File: src/rtl/core/i2cee_pkg.sv
// Shared types and constants for the I2C EEPROM byte access master.
// Used by i2cee_seq and by the top level i2c_eeprom_byte_access_master.
`default_nettype none

package i2cee_pkg;

    // Request kinds carried with each tick.
    localparam logic [1:0] KIND_TICK  = 2'd0;
    localparam logic [1:0] KIND_WRITE = 2'd1;
    localparam logic [1:0] KIND_READ  = 2'd2;

    // Configuration register indexes.
    localparam logic [1:0] CFG_HALF_PERIOD = 2'd0;
    localparam logic [1:0] CFG_DEV_ADDR    = 2'd1;
    localparam logic [1:0] CFG_ACK_TIMEOUT = 2'd2;

    // Configuration reset values.
    localparam logic [7:0] HALF_PERIOD_RST = 8'd5;
    localparam logic [6:0] DEV_ADDR_RST    = 7'd80;
    localparam logic [7:0] ACK_TIMEOUT_RST = 8'd255;

    // Bytes of a transaction that end in an acknowledge slot.
    localparam logic [1:0] BYTE_DEV  = 2'd0;
    localparam logic [1:0] BYTE_MEM  = 2'd1;
    localparam logic [1:0] BYTE_LAST = 2'd2;

    // Read/write bit appended below the device address.
    localparam logic RW_WRITE = 1'b0;
    localparam logic RW_READ  = 1'b1;

    localparam logic [3:0] BITS_PER_BYTE   = 4'd8;
    localparam logic [3:0] BIT_CNT_RESTART = 4'd2;

    typedef enum logic [15:0] {
        S_IDLE       = 16'h0001,
        S_ST_SDA_HI  = 16'h0002,
        S_ST_SCL_HI  = 16'h0004,
        S_ST_SDA_LO  = 16'h0008,
        S_RB_PREP    = 16'h0010,
        S_RB_HI      = 16'h0020,
        S_RB_LO      = 16'h0040,
        S_SP_SDA_LO  = 16'h0080,
        S_SP_SCL_HI  = 16'h0100,
        S_SP_SDA_HI  = 16'h0200,
        S_B_LO       = 16'h0400,
        S_B_SET      = 16'h0800,
        S_B_HI       = 16'h1000,
        S_B_ACK_LO   = 16'h2000,
        S_B_ACK_HI   = 16'h4000,
        S_B_ACK_END  = 16'h8000
    } t_state;

    typedef struct packed {
        logic [7:0] half_period_ticks;
        logic [6:0] device_address;
        logic [7:0] ack_timeout_ticks;
    } t_cfg;

    typedef struct packed {
        logic [1:0] kind;
        logic [7:0] mem_address;
        logic [7:0] write_data;
        logic       sda_in;
    } t_tick;

    typedef struct packed {
        logic       scl_level;
        logic       sda_drive;
        logic       busy_res;
        logic       done_res;
        logic [7:0] read_data;
    } t_result;

endpackage

`default_nettype wire

File: src/rtl/core/i2c_eeprom_byte_access_master.sv
// Top level of the I2C EEPROM byte access master: stream ports, configuration
// registers and the result register. Depends on i2cee_pkg and i2cee_seq.
`default_nettype none

// Tick-driven I2C master for single EEPROM byte writes and random reads. Every
// input word is one timing tick; a word whose kind is byte write or random read
// starts a transaction when the master is idle, and every word returns exactly
// one result word with the SCL and SDA drive levels, busy, a one-tick done flag
// and, on the done tick of a read, the byte read. Words are taken one per clock
// cycle while the output register is free or being drained; an accepted tick's
// result is in the output register in the next cycle. The sequencer state
// advances only on accepted ticks, so the bus timing is set by the tick rate and
// half_period_ticks. The output register lets a new tick enter while the
// previous result is being taken. Configuration writes are always accepted and
// should be issued only while no transaction runs and no result is pending.
module i2c_eeprom_byte_access_master (
    input  logic        i_clk,
    input  logic        i_rst_n,
    // Tick input.
    input  logic        s_axis_tvalid,
    output logic        s_axis_tready,
    input  logic [23:0] s_axis_tdata,   // mem_address[7:0], write_data[15:8], sda_in[16]
    input  logic [1:0]  s_axis_tuser,   // kind[1:0]
    // Result output.
    output logic        m_axis_tvalid,
    input  logic        m_axis_tready,
    output logic [15:0] m_axis_tdata,   // scl_level[0], sda_drive[1], busy_res[2],
                                        // done_res[3], read_data[11:4]
    // Configuration write channel.
    input  logic        i_cfg_valid,
    output logic        o_cfg_ready,
    input  logic [1:0]  i_cfg_index,
    input  logic [7:0]  i_cfg_data
);
    import i2cee_pkg::*;

    t_cfg    r_cfg;
    t_tick   tick;
    t_result seq_res;
    t_result r_out;
    logic    r_out_valid;
    logic    in_accept;
    logic    cfg_accept;

    // The output register frees up in the same cycle it is drained.
    assign s_axis_tready = !r_out_valid || m_axis_tready;
    assign in_accept     = s_axis_tvalid && s_axis_tready;
    assign o_cfg_ready   = 1'b1;
    assign cfg_accept    = i_cfg_valid && o_cfg_ready;

    assign tick.kind        = s_axis_tuser;
    assign tick.mem_address = s_axis_tdata[7:0];
    assign tick.write_data  = s_axis_tdata[15:8];
    assign tick.sda_in      = s_axis_tdata[16];

    // Register writes; an index beyond the list is ignored.
    always_ff @(posedge i_clk) begin
        if (!i_rst_n) begin
            r_cfg.half_period_ticks <= HALF_PERIOD_RST;
            r_cfg.device_address    <= DEV_ADDR_RST;
            r_cfg.ack_timeout_ticks <= ACK_TIMEOUT_RST;
        end else if (cfg_accept) begin
            case (i_cfg_index)
                CFG_HALF_PERIOD: r_cfg.half_period_ticks <= i_cfg_data;
                CFG_DEV_ADDR:    r_cfg.device_address    <= i_cfg_data[6:0];
                CFG_ACK_TIMEOUT: r_cfg.ack_timeout_ticks <= i_cfg_data;
                default:         ;
            endcase
        end
    end

    i2cee_seq u_seq (
        .i_clk   (i_clk),
        .i_rst_n (i_rst_n),
        .i_step  (in_accept),
        .i_tick  (tick),
        .i_cfg   (r_cfg),
        .o_res   (seq_res)
    );

    // Result register: loaded with the outcome of every accepted tick.
    always_ff @(posedge i_clk) begin
        if (!i_rst_n) begin
            r_out_valid <= 1'b0;
        end else if (in_accept) begin
            r_out_valid <= 1'b1;
        end else if (m_axis_tready) begin
            r_out_valid <= 1'b0;
        end
    end

    always_ff @(posedge i_clk) begin
        if (in_accept) begin
            r_out <= seq_res;
        end
    end

    assign m_axis_tvalid = r_out_valid;
    assign m_axis_tdata  = {4'd0, r_out.read_data, r_out.done_res, r_out.busy_res,
                            r_out.sda_drive, r_out.scl_level};

    // Every accepted tick leaves a result in the output register.
    a_tick_gives_result: assert property (@(posedge i_clk) disable iff (!i_rst_n)
        in_accept |=> m_axis_tvalid)
        else $error("accepted tick produced no result");

    // The stop completes on the tick that returns the master to idle.
    a_done_not_busy: assert property (@(posedge i_clk) disable iff (!i_rst_n)
        (r_out_valid && r_out.done_res) |-> !r_out.busy_res)
        else $error("done reported while still busy");

    // An idle master leaves both bus lines released.
    a_idle_released: assert property (@(posedge i_clk) disable iff (!i_rst_n)
        (r_out_valid && !r_out.busy_res) |-> (r_out.scl_level && r_out.sda_drive))
        else $error("bus line held low while idle");

    // Read data shows only on the done tick.
    a_read_data_on_done: assert property (@(posedge i_clk) disable iff (!i_rst_n)
        (r_out_valid && !r_out.done_res) |-> (r_out.read_data == 8'd0))
        else $error("read data outside the done tick");

endmodule

`default_nettype wire

File: src/rtl/core/i2cee_seq.sv
// Bus sequencer of the I2C EEPROM byte access master: state registers and the
// next-state logic for one tick. Depends on i2cee_pkg.
`default_nettype none

module i2cee_seq (
    input  logic               i_clk,
    input  logic               i_rst_n,
    input  logic               i_step,
    input  i2cee_pkg::t_tick   i_tick,
    input  i2cee_pkg::t_cfg    i_cfg,
    output i2cee_pkg::t_result o_res
);
    import i2cee_pkg::*;

    t_state     r_state,     n_state;
    logic [1:0] r_byte_idx,  n_byte_idx;
    logic [3:0] r_bit_cnt,   n_bit_cnt;
    logic [7:0] r_tick_cnt,  n_tick_cnt;
    logic [7:0] r_ack_wait,  n_ack_wait;
    logic [7:0] r_shift,     n_shift;
    logic       r_is_read,   n_is_read;
    logic [7:0] r_held_addr, n_held_addr;
    logic [7:0] r_held_data, n_held_data;
    logic       r_scl,       n_scl;
    logic       r_sda,       n_sda;

    logic [7:0] half_len;
    logic       elapsed;
    logic [3:0] bit_inc;
    logic [7:0] dev_w;
    logic       entering;
    logic       done;
    logic [7:0] rd;

    assign half_len = (i_cfg.half_period_ticks == 8'd0) ? 8'd1 : i_cfg.half_period_ticks;
    assign elapsed  = ({1'b0, r_tick_cnt} + 9'd1) >= {1'b0, half_len};
    assign bit_inc  = r_bit_cnt + 4'd1;
    assign dev_w    = {i_cfg.device_address, RW_WRITE};

    always_comb begin
        n_state     = r_state;
        n_byte_idx  = r_byte_idx;
        n_bit_cnt   = r_bit_cnt;
        n_tick_cnt  = r_tick_cnt;
        n_ack_wait  = r_ack_wait;
        n_shift     = r_shift;
        n_is_read   = r_is_read;
        n_held_addr = r_held_addr;
        n_held_data = r_held_data;
        n_scl       = r_scl;
        n_sda       = r_sda;
        entering    = 1'b0;
        done        = 1'b0;
        rd          = 8'd0;

        // Every timed step counts ticks until its half period has run out.
        if (r_state != S_IDLE && !elapsed) begin
            n_tick_cnt = r_tick_cnt + 8'd1;
        end

        case (r_state)
            S_IDLE: begin
                if (i_tick.kind == KIND_WRITE || i_tick.kind == KIND_READ) begin
                    n_held_addr = i_tick.mem_address;
                    n_held_data = i_tick.write_data;
                    n_is_read   = (i_tick.kind == KIND_READ);
                    n_bit_cnt   = 4'd0;
                    n_state     = S_ST_SDA_HI;
                    entering    = 1'b1;
                end
            end
            S_ST_SDA_HI: if (elapsed) begin
                n_state  = S_ST_SCL_HI;
                entering = 1'b1;
            end
            S_ST_SCL_HI: if (elapsed) begin
                n_state  = S_ST_SDA_LO;
                entering = 1'b1;
            end
            S_ST_SDA_LO: if (elapsed) begin
                // A bit count of two marks the repeated start of a read.
                n_bit_cnt = 4'd0;
                n_state   = S_B_LO;
                entering  = 1'b1;
                if (r_bit_cnt == BIT_CNT_RESTART) begin
                    n_byte_idx = BYTE_LAST;
                    n_shift    = {i_cfg.device_address, RW_READ};
                end else begin
                    n_byte_idx = BYTE_DEV;
                    n_shift    = dev_w;
                end
            end
            S_RB_PREP: if (elapsed) begin
                n_state  = S_RB_HI;
                entering = 1'b1;
            end
            S_RB_HI: if (elapsed) begin
                n_shift  = {r_shift[6:0], i_tick.sda_in};
                n_state  = S_RB_LO;
                entering = 1'b1;
            end
            S_RB_LO: if (elapsed) begin
                n_bit_cnt = bit_inc;
                n_state   = (bit_inc >= BITS_PER_BYTE) ? S_SP_SDA_LO : S_RB_HI;
                entering  = 1'b1;
            end
            S_SP_SDA_LO: if (elapsed) begin
                n_state  = S_SP_SCL_HI;
                entering = 1'b1;
            end
            S_SP_SCL_HI: if (elapsed) begin
                n_state  = S_SP_SDA_HI;
                entering = 1'b1;
            end
            S_SP_SDA_HI: if (elapsed) begin
                n_state  = S_IDLE;
                entering = 1'b1;
                done     = 1'b1;
                rd       = r_is_read ? r_shift : 8'd0;
            end
            S_B_LO: if (elapsed) begin
                n_state  = S_B_SET;
                entering = 1'b1;
            end
            S_B_SET: if (elapsed) begin
                n_state  = S_B_HI;
                entering = 1'b1;
            end
            S_B_HI: if (elapsed) begin
                n_shift   = {r_shift[6:0], 1'b0};
                n_bit_cnt = bit_inc;
                n_state   = (bit_inc >= BITS_PER_BYTE) ? S_B_ACK_LO : S_B_LO;
                entering  = 1'b1;
            end
            S_B_ACK_LO: if (elapsed) begin
                n_state  = S_B_ACK_HI;
                entering = 1'b1;
            end
            S_B_ACK_HI: if (elapsed) begin
                // Poll once per tick after the first half period.
                if (!i_tick.sda_in || r_ack_wait >= i_cfg.ack_timeout_ticks) begin
                    n_state  = S_B_ACK_END;
                    entering = 1'b1;
                end else begin
                    n_ack_wait = r_ack_wait + 8'd1;
                end
            end
            S_B_ACK_END: if (elapsed) begin
                entering = 1'b1;
                case (r_byte_idx)
                    BYTE_DEV: begin
                        n_bit_cnt  = 4'd0;
                        n_shift    = r_held_addr;
                        n_byte_idx = BYTE_MEM;
                        n_state    = S_B_LO;
                    end
                    BYTE_MEM: begin
                        if (r_is_read) begin
                            n_bit_cnt = BIT_CNT_RESTART;
                            n_state   = S_ST_SDA_HI;
                        end else begin
                            n_bit_cnt  = 4'd0;
                            n_shift    = r_held_data;
                            n_byte_idx = BYTE_LAST;
                            n_state    = S_B_LO;
                        end
                    end
                    BYTE_LAST: begin
                        if (r_is_read) begin
                            n_bit_cnt = 4'd0;
                            n_shift   = 8'd0;
                            n_state   = S_RB_PREP;
                        end else begin
                            n_state = S_SP_SDA_LO;
                        end
                    end
                    default: n_state = S_IDLE;
                endcase
            end
            default: begin
                n_state  = S_IDLE;
                entering = 1'b1;
            end
        endcase

        // Entry actions of the step just selected.
        if (entering) begin
            n_tick_cnt = 8'd0;
            case (n_state)
                S_IDLE:      begin n_scl = 1'b1; n_sda = 1'b1; end
                S_ST_SDA_HI: n_sda = 1'b1;
                S_ST_SCL_HI: n_scl = 1'b1;
                S_ST_SDA_LO: n_sda = 1'b0;
                S_RB_PREP:   begin n_scl = 1'b0; n_sda = 1'b1; end
                S_RB_HI:     n_scl = 1'b1;
                S_RB_LO:     n_scl = 1'b0;
                S_SP_SDA_LO: n_sda = 1'b0;
                S_SP_SCL_HI: n_scl = 1'b1;
                S_SP_SDA_HI: n_sda = 1'b1;
                S_B_LO:      n_scl = 1'b0;
                S_B_SET:     n_sda = n_shift[7];
                S_B_HI:      n_scl = 1'b1;
                S_B_ACK_LO:  begin n_scl = 1'b0; n_sda = 1'b1; end
                S_B_ACK_HI:  begin n_scl = 1'b1; n_ack_wait = 8'd0; end
                S_B_ACK_END: n_scl = 1'b0;
                default:     begin n_scl = 1'b1; n_sda = 1'b1; end
            endcase
        end
    end

    always_comb begin
        o_res.scl_level = n_scl;
        o_res.sda_drive = n_sda;
        o_res.busy_res  = (n_state != S_IDLE);
        o_res.done_res  = done;
        o_res.read_data = rd;
    end

    always_ff @(posedge i_clk) begin
        if (!i_rst_n) begin
            r_state     <= S_IDLE;
            r_byte_idx  <= BYTE_DEV;
            r_bit_cnt   <= 4'd0;
            r_tick_cnt  <= 8'd0;
            r_ack_wait  <= 8'd0;
            r_shift     <= 8'd0;
            r_is_read   <= 1'b0;
            r_held_addr <= 8'd0;
            r_held_data <= 8'd0;
            r_scl       <= 1'b1;
            r_sda       <= 1'b1;
        end else if (i_step) begin
            r_state     <= n_state;
            r_byte_idx  <= n_byte_idx;
            r_bit_cnt   <= n_bit_cnt;
            r_tick_cnt  <= n_tick_cnt;
            r_ack_wait  <= n_ack_wait;
            r_shift     <= n_shift;
            r_is_read   <= n_is_read;
            r_held_addr <= n_held_addr;
            r_held_data <= n_held_data;
            r_scl       <= n_scl;
            r_sda       <= n_sda;
        end
    end

endmodule

`default_nettype wire
File: config.mk
export PLATFORM = sky130hd
export DESIGN_NAME = i2c_eeprom_byte_access_master
export DESIGN_NICKNAME = d
export VERILOG_FILES = /design/src/rtl/core/i2cee_pkg.sv /design/src/rtl/core/i2c_eeprom_byte_access_master.sv /design/src/rtl/core/i2cee_seq.sv
export SDC_FILE = /design/constraint.sdc
export NUM_CORES = 1
export LEC_CHECK = 0
export ABC_AREA = 0
export BUFFER_PORTS_ARGS = -buffer_cell sky130_fd_sc_hd__buf_4
export CAP_MARGIN = 20
export CORE_ASPECT_RATIO = 0.8
export CORE_MARGIN = 1.5
export CORE_UTILIZATION = 50
export CTS_CLUSTER_DIAMETER = 150
export DETAILED_ROUTE_END_ITERATION = 8
export PLACE_DENSITY = 0.8
export SLEW_MARGIN = 10
export SYNTH_ARGS = -nofsm -noshare
export SYNTH_HDL_FRONTEND = slang
export SYNTH_SLANG_ARGS = --single-unit
export TNS_END_PERCENT = 30
File: constraint.sdc
create_clock -name i_clk -period 4.55 [get_ports i_clk]
set_clock_uncertainty 0.15 [all_clocks]
set_input_delay 1.1375 -clock i_clk [delete_from_list [all_inputs] [get_ports i_clk]]
set_output_delay 1.1375 -clock i_clk [all_outputs]
set_load 0.02 [all_outputs]
==> impl_metrics.yaml, run 1 <==
power:
  leakage_nw: 2.60
  p_per_area_nw_per_um2: 304
  vdd_drop_max_mv: 0.242
routing:
  drt-met1-wl_microns: 6990
  ant_nets: 0
  highest_layer: "met4"
  drt_drc_violations_left: 0
  drt_first_iter_violations: 592
  wl_met2_microns: 7500
  num_vias: 5452
  met3_length_microns: 1130
  dr.pass1.iters: 5
  wl_per_cell_microns: 17.7
  vias_per_cell: 6.07
  finalWirelength_microns: 15900
setup_path:
  reg2reg_from: "u_seq.r_tick_cnt[0]$_SDFFE_PN0P_"
  cp-startpoint: "u_seq.r_tick_cnt[0]$_SDFFE_PN0P_"
  cp_num_buf_inv: 0
  cp_max_fo: 11
  cpMaxStageDelayCell: "or4_4"
  crit_chain: "ha_1 > and3_1 > and3_4 > xor2_1 > ha_1 > a21oi_1 > a21boi_0 > a311oi_2 > and2_1 > a21oi_1 > or4_4 > a31oi_1 > o21ai_0"
  cp.arrival_ns: 4.21
  crit_type: "reg2reg"
  start_kind: "flop"
  slowest_delay_ns: 0.55
  end_kind: "flop"
  crit_required_ns: 4.48
  cpLargestDelayFamily: "simple AND/OR/NAND/NOR gates"
floorplanning:
  rows: 35
  pin_count: 60
  initial_core_util: 0.518
  die_area_sq_um: 12700
  core-area_sq_um: 11600
  fp.dieH_microns: 101
  die_w_microns: 126
finish:
  area.growth.synth_to_final_pct: 11.8
  n_fill_cell: 1011
  final_nets: 807
  antennaDiodeCount: 0
  drive_above_1_share: 0.137
  seq_area_sq_um: 2140
  multiInputGateArea_sq_um: 3540
  fin_cells: 898
global_route:
  grt_pass1_vias: 5228
  grt_usage: 0.256
  grt_max_degree: 84
  grt_pass1_wl_microns: 25800
  antenna_found_initial: 0
  overflow: 0
timing:
  grt_setup_unrepaired: "false"
  setup_viol: 0
  tightest_slew_ns: 0.826
  slew_violations: 0
  hold_viol: 0
  finalCritPeriodShare: 0.940
  finalSetupTns_ns: 0
  min_period_ns: 4.28
  slew_headroom: 0.446
  fmax_mhz: 234
job:
  maxCapViolCount: 0
placed_design:
  numPlacedInstances: 882
  gp_routability_congestion: 0.907
  portBuffers: 47
  hpwl_microns: 11400
synthesis:
  syn_inst: 721
  synth.largest_area_cell: "dfxtp_1"
  synth_edf_count: 12
  syn_area_sq_um: 6010
  ys_seq_area_frac: 0.357
  synth_top_area_share: 0.297
  post_synth.cell_area_avg_sq_um: 8.33
  synthFlopType: "dfxtp_1"
  synthArstFlopShare: 0
  synth_seq_cells: 101
  yosys_warnings: 0
  synth_cell_type_count: 78
  ys_top_cells_by_area: "dfxtp_1 30%, edfxtp_1 6.0%, nand2_1 5.7%, ha_1 4.4%, a21boi_0 3.9%"
status:
  status: "completed"
clocking:
  ctsHoldBuffers: 0
  htreeDepth: 3
  clock_latency_ns: 0.36
  clock_sinks: 101
  cts_buffer_depth: 2
  cts_setup_buffers: 0
  cts_root_buffer: "clkbuf_16"
  cts_tree: "yes"
  numCtsBuffers: 9
  path_clk_slew_ns: 0.08
worst_hold_path:
  min_from: "u_seq.r_held_addr[1]$_SDFFE_PN0P_"
  hold_class: "reg2reg"
==> cell families after synthesis <==
family,after synthesis,share of synthesized area
flip-flops,101,0.357
multiplexers,14,0.0235
other,2,0.00125
AND/OR/NAND/NOR,314,0.292
adder cells (fa/ha/maj),21,0.0437
AO/OA/AOI/OAI,170,0.196
buffers and inverters,78,0.0554
XOR/XNOR,21,0.0306
==> metrics by stage <==
step                hold WS, ns  total power [mW]  setup slack [ns]  area (sq um)  utilization
floorplan                 0.290              1.14             0.988          6020            -
global placement          0.304              1.22             0.598          6400        0.551
detailed placement        0.309              1.23             0.304          6400        0.551
CTS                       0.319              2.05             0.274          6720        0.579
global route              0.348              2.11          0.000482          6720        0.579
finish                    0.315              2.04             0.274          6720        0.579
==> report_power, final <==
group	switching, mW	internal [mW]	total (mW)
logic	0.167	0.0984	0.266
registers	0.0212	0.929	0.951
clock network	0.384	0.441	0.826
total	0.573	1.47	2.04
==> Yosys cell counts, types with 8 or more instances <==
cell type	number
a21boi_0	31
a21oi_1	23
and2_1	21
and3_1	8
buf_2	8
buf_4	8
clkbuf_1	27
dfxtp_1	89
edfxtp_1	12
ha_1	21
inv_1	35
mux2i_1	13
nand2_1	91
nand3_1	21
nand3b_1	9
nand4_1	11
nor2_1	54
nor2b_1	23
nor3_1	10
nor4_1	9
o211ai_1	13
o21ai_0	46
xor2_1	14
==> per-layer routing <==
| layer | global-route usage | vias up |
|---|---|---|
| met1 | 0.342 | 2597 |
| li1 | - | 2609 |
| met3 | 0.0510 | 27 |
| met5 | 0 | - |
| met2 | 0.414 | 219 |
| met4 | 0.0892 | 0 |
==> flip-flops by register name, summed over array words and instances, names as in the netlist <==
name and cells:
u_seq.r_scl 1, m_axis_tdata 12, u_seq.r_byte_idx 2, u_seq.r_held_data 8, u_seq.r_state 16, u_seq.r_held_addr 8, m_axis_tvalid 1, u_seq.r_is_read 1
u_seq.r_ack_wait 8, r_cfg 23, u_seq.r_tick_cnt 8, u_seq.r_shift 8, u_seq.r_sda 1, u_seq.r_bit_cnt 4
==> cells in the final DEF, fill, tap and decap left out, types with 23 or more instances in the layout <==
master	count
a21oi_1	23
buf_4	53
nor2b_1	23
inv_1	35
a21boi_0	31
o21ai_0	45
dfxtp_1	89
nand2_1	91
nor2_1	54
==> worst paths after layout <==
| path | end | slack (ns) | cells past startpoint |
|---|---|---|---|
| worst min-delay path | u_seq.r_held_addr[1]$_SDFFE_PN0P_ | 0.31 | 2 |
| worst min register to register | u_seq.r_held_addr[1]$_SDFFE_PN0P_ | 0.31 | 2 |
| worst max-delay path | m_axis_tdata[1]$_DFFE_PP_ | 0.27 | 13 |
| worst max register to register | m_axis_tdata[1]$_DFFE_PP_ | 0.27 | 13 |
==> timing repair <==
item | in CTS | in global routing
gates resized for setup | 0 | 1
endpoints found under the setup margin | 0 | 3
endpoints found under the hold margin | 0 | 0
==> worst register-to-register path, delay by kind of cell, from the launching register on <==
kind / cells / cell delay (ns)
compound gates: 6 / 1.19
xor+xnor: 1 / 0.16
fa+ha+maj: 2 / 0.55
flops: 1 / 0.41
simple gates: 4 / 1.54
==> cell type report <==
type,count,area share
multi-input combinational,545,0.527
clock buffer,9,0.0335
tap,148,0.0276
inverter,35,0.0196
sequential,101,0.319
clock inverter,7,0.0136
timing repair buffer,53,0.0593
Note: power is estimated with default switching activity, not from simulation.
==> run 2: changes to the inputs <==
Settings changed: PLACE_DENSITY 0.8 to 0.69.
==> run 2 against run 1 <==
Against the previous run: total power decreased by 2.5%; worst hold slack improved by 0.00084 ns; via count decreased by 1.7%; fmax increased by 2.6%; sequential share of layout area increased by 0.077 points; first-iteration DRC count decreased by 29%; non-clock buffer count unchanged; utilization decreased by 0.14 points; flip-flop and latch count unchanged; count of clock-buffer cells in the layout increased by 1; critical path type unchanged; critical endpoint is now u_seq.r_bit_cnt[0]$_SDFFE_PN0P_; largest power group unchanged.
==> impl_metrics.yaml, run 2 (same netlist as run 1, synthesis figures left out) <==
routing:
  num_vias: 5357
  drt_drc_violations_left: 0
  highest_layer: "met4"
  wl_per_cell_microns: 17.0
  finalWirelength_microns: 15300
  vias_per_cell: 5.97
  drt-met1-wl_microns: 7080
  wl_met2_microns: 6820
  dr.pass1.iters: 5
  met3_length_microns: 1230
  ant_nets: 0
  drt_first_iter_violations: 420
clocking:
  cts_tree: "yes"
  clock_latency_ns: 0.36
  path_clk_slew_ns: 0.08
  post_cts_resized: 0
  cts_root_buffer: "clkbuf_16"
  numCtsBuffers: 9
  cts_buffer_depth: 2
  cts_setup_buffers: 0
  htreeDepth: 3
  ctsHoldBuffers: 0
  clock_sinks: 101
floorplanning:
  core-area_sq_um: 11600
  fp.dieH_microns: 101
  pin_count: 60
  die_w_microns: 126
  initial_core_util: 0.518
  rows: 35
  die_area_sq_um: 12700
timing:
  whs_ns: 0.315
  tightest_slew_ns: 0.764
  grt_setup_unrepaired: "false"
  slew_headroom: 0.486
  min_period_ns: 4.17
  finalCritPeriodShare: 0.916
  hold_viol: 0
  setup_viol: 0
  fmax_mhz: 240
  slew_violations: 0
  finalSetupTns_ns: 0
placed_design:
  gp_routability_congestion: 0.937
  hpwl_microns: 11100
  place_area_sq_um: 6400
  portBuffers: 47
global_route:
  antenna_found_initial: 0
  grt_max_degree: 84
  overflow: 0
  grt_pass1_wl_microns: 24500
  grt_pass1_vias: 4878
  grt_usage: 0.243
finish:
  final_cell_mix: "91 x nand2_1, 89 x dfxtp_1, 54 x nor2_1, 53 x buf_4, 46 x o21ai_0"
  area.growth.synth_to_final_pct: 11.5
  final_cell_area_sq_um: 6700
  layout.cells.most_common: "nand2_1"
  largest-register: "r_cfg"
  largest_register_ffs: 23
  drive_above_1_share: 0.137
  antennaDiodeCount: 0
  final_nets: 807
power:
  switchingPower_uw: 551
  switching_share: 0.277
  pwr-share-seq: 0.478
  p_clk_frac: 0.390
  vdd_drop_max_mv: 0.194
  leakage_nw: 2.59
  combinationalPowerShare: 0.132
  p_int_mw: 1.44
  finalPower_mw: 1.99
  p_per_area_nw_per_um2: 297
worst_hold_path:
  hold_class: "reg2reg"
status:
  status: "completed"
setup_path:
  crit_required_ns: 4.65
  crit_type: "reg2reg"
  start_kind: "flop"
  end_kind: "flop"
  cp.arrival_ns: 4.27
  cp_max_fo: 10
job:
  maxCapViolCount: 0
-- run 2: area by class of cell --
cell class / instances / area, sq um
Fill cell: 1012 / 4910
Clock inverter: 6 / 50.0
Timing Repair Buffer: 53 / 398
Sequential cell: 101 / 2140
Clock buffer: 10 / 250
Inverter: 35 / 131
Multi-Input combinational cell: 545 / 3540
Tap cell: 148 / 185
-- run 2: power by group through the flow --
stage | registers (mW) | clock network (mW) | logic (mW)
2_1_floorplan | 0.973 | 0 | 0.169
3_3_place_gp | 0.970 | 0 | 0.255
3_5_place_dp | 0.971 | 0 | 0.258
4_1_cts | 0.951 | 0.793 | 0.259
5_1_grt | 0.954 | 0.820 | 0.286
6_report | 0.951 | 0.776 | 0.263
-- run 2: worst max-delay path, stage by stage (launching register included) --
cell and delay (ns):
dfxtp_1 0.41, ha_1 0.24, and3_1 0.22, and3_4 0.23, xor2_1 0.16, ha_1 0.28, a21oi_1 0.13, a21boi_0 0.11
a311oi_2 0.44, and2_1 0.46, buf_4 0.26, a31oi_1 0.05, o21ai_0 0.54, nor2_1 0.16, mux2i_1 0.17, nor2b_1 0.06
-- run 2: path summary, 6_finish.rpt --
check,from,end,slack (ns),cells past startpoint
min reg2reg,u_seq.r_held_data[7]$_SDFFE_PN0P_,u_seq.r_held_data[7]$_SDFFE_PN0P_,0.32,2
min,u_seq.r_held_data[7]$_SDFFE_PN0P_,u_seq.r_held_data[7]$_SDFFE_PN0P_,0.32,2
max reg2reg,u_seq.r_tick_cnt[0]$_SDFFE_PN0P_,u_seq.r_bit_cnt[0]$_SDFFE_PN0P_,0.38,15
max,u_seq.r_tick_cnt[0]$_SDFFE_PN0P_,u_seq.r_bit_cnt[0]$_SDFFE_PN0P_,0.38,15
-- run 2: metal layers --
metal,global-route usage,vias up
met4,0.0752,0
li1,-,2618
met1,0.334,2526
met2,0.380,198
met5,0,-
met3,0.0568,15
-- run 2: metrics by stage --
| step | setup WS (ns) | util | cells |
|---|---|---|---|
| floorplan | 0.988 | - | 724 |
| global placement | 0.545 | 0.551 | 882 |
| detailed placement | 0.491 | 0.551 | 882 |
| CTS | 0.466 | 0.577 | 898 |
| global route | 0.0619 | 0.577 | 898 |
| finish | 0.384 | 0.577 | 898 |
==> run 3: changes to the inputs <==
Settings changed: CORE_UTILIZATION 50 to 30, PLACE_DENSITY 0.69 to not set, SLEW_MARGIN 10 to 20.
==> run 3 against run 2 <==
Against the previous run: count of clock-buffer cells in the layout unchanged; worst setup slack better by 0.0067 ns; critical path depth did not move.
==> impl_metrics.yaml, run 3 (same netlist as run 1, synthesis figures left out) <==
status:
  status: "completed"
routing:
  wl_per_cell_microns: 15.4
  dr.pass1.iters: 5
  num_vias: 5221
  drt_first_iter_violations: 340
  finalWirelength_microns: 15700
  vias_per_cell: 5.13
  ant_nets: 0
  drt_drc_violations_left: 0
setup_path:
  crit_chain: "ha_1 > and3_1 > and3_4 > xor2_1 > ha_1 > a21oi_1 > a21boi_0 > a311oi_2 > nand2_2 > buf_4 > a22oi_4 > nor2_4 > nand2_1 > o21ai_1 > nor2_1"
  cp_num_buf_inv: 1
  start_kind: "flop"
  cpMaxStageDelayCell: "a311oi_2"
  cp.arrival_ns: 4.28
  crit_type: "reg2reg"
  cp_common_cell: "ha_1"
  worst-r2r-cell-count: 15
  end_kind: "flop"
  slowest_delay_ns: 0.49
  cp_max_fo: 12
  crit_required_ns: 4.67
  cpLargestDelayFamily: "simple AND/OR/NAND/NOR gates"
  cp_num_cells: 15
power:
  p_int_mw: 1.53
  pwr-share-seq: 0.456
  switchingPower_uw: 553
  combinationalPowerShare: 0.129
  switching_share: 0.265
  leakage_nw: 2.62
  p_per_area_nw_per_um2: 302
  p_clk_frac: 0.415
  vdd_drop_max_mv: 0.160
finish:
  antennaDiodeCount: 0
  final_cell_area_sq_um: 6900
  area.growth.synth_to_final_pct: 14.9
  final_nets: 810
  n_fill_cell: 2060
  largest_register_ffs: 23
  final_cell_mix: "91 x nand2_1, 89 x dfxtp_1, 56 x buf_4, 54 x nor2_1, 46 x o21ai_0"
  largest-register: "r_cfg"
  layout.cells.most_common: "nand2_1"
  post-route-util: 0.349
  fin_cells: 1017
  drive_above_1_share: 0.142
clocking:
  cts_tree: "yes"
  cts_root_buffer: "clkbuf_16"
  clock_latency_ns: 0.34
  ctsHoldBuffers: 0
  cts_buffer_depth: 2
  htreeDepth: 3
  path_clk_slew_ns: 0.07
  clock_sinks: 101
  numCtsBuffers: 9
  post_cts_resized: 0
  cts_setup_buffers: 0
placed_design:
  numPlacedInstances: 1001
  hpwl_microns: 11300
  gp_routability_congestion: 0.925
  place_area_sq_um: 6570
  portBuffers: 47
job:
  maxCapViolCount: 0
timing:
  finalCritPeriodShare: 0.914
  finalSetupTns_ns: 0
  whs_ns: 0.315
  grt_setup_unrepaired: "false"
  setup_viol: 0
  slew_violations: 0
  tightest_slew_ns: 0.769
  slew_headroom: 0.488
  fmax_mhz: 240
  hold_viol: 0
  min_period_ns: 4.16
global_route:
  grt_pass1_wl_microns: 25400
  grt_pass1_vias: 4716
  grt_max_degree: 84
  overflow: 0
  antenna_found_initial: 0
  grt_usage: 0.153
worst_hold_path:
  hold_depth: 2
  hold_class: "reg2reg"
floorplanning:
  pin_count: 60
  core-area_sq_um: 19700
  die_w_microns: 161
  rows: 46
  initial_core_util: 0.304
  die_area_sq_um: 20900
  fp.dieH_microns: 130
[run 3: changes by cell type in the layout (fill, tap and decap cells not counted), sizes merged]
cell      before  now
buf           53   56
bufinv         0    2
clkinv         2    1
clkinvlp       1    0
[run 3: final timing paths]
check                                         start                           endpoint  slack [ns]
hold reg to reg   u_seq.r_held_addr[4]$_SDFFE_PN0P_  u_seq.r_held_addr[4]$_SDFFE_PN0P_        0.32
hold / removal    u_seq.r_held_addr[4]$_SDFFE_PN0P_  u_seq.r_held_addr[4]$_SDFFE_PN0P_        0.32
setup reg to reg   u_seq.r_tick_cnt[0]$_SDFFE_PN0P_   u_seq.r_ack_wait[0]$_SDFFE_PN0P_        0.39
setup / recovery   u_seq.r_tick_cnt[0]$_SDFFE_PN0P_   u_seq.r_ack_wait[0]$_SDFFE_PN0P_        0.39
[run 3: per-stage QoR]
step	power, mW	worst slack (ns)
after detailed placement	1.24	0.408
after global routing	2.17	0.0915
after floorplan	1.14	0.988
final	2.09	0.391
after CTS	2.10	0.388
after global placement	1.23	0.445
[run 3: layout make-up]
cell class	instances	area (sq um)	share of cell area
multi-input cells	545	3540	0.514
repair buffers	56	420	0.0609
clock inverters	6	91.3	0.0132
well taps	264	330	0.0479
clock buffers	10	239	0.0346
flip-flops and latches	101	2140	0.311
inverters	35	131	0.0190
[run 3: per-layer routing]
| metal | wire, microns | vias to the layer above | global-route usage |
|---|---|---|---|
| li1 | - | 2621 | - |
| met1 | 8230 | 2449 | 0.226 |
| met2 | 6480 | 140 | 0.219 |
| met3 | 824 | 11 | 0.0371 |
| met4 | 162 | 0 | 0.0425 |
| met5 | 0 | - | 0 |
[run 3: tightest hold or removal path: cells and delay by family, from the launching register on]
kind            cells  cell delay [ns]
compound gates      1             0.06
flops               1             0.31
simple gates        1             0.05
[run 3: power by group through the flow]
stage | logic [mW] | registers (mW) | clock network [mW]
floorplan | 0.169 | 0.973 | 0
global placement | 0.264 | 0.971 | 0
detailed placement | 0.265 | 0.971 | 0
CTS | 0.267 | 0.950 | 0.884
global route | 0.296 | 0.954 | 0.922
finish | 0.269 | 0.951 | 0.865
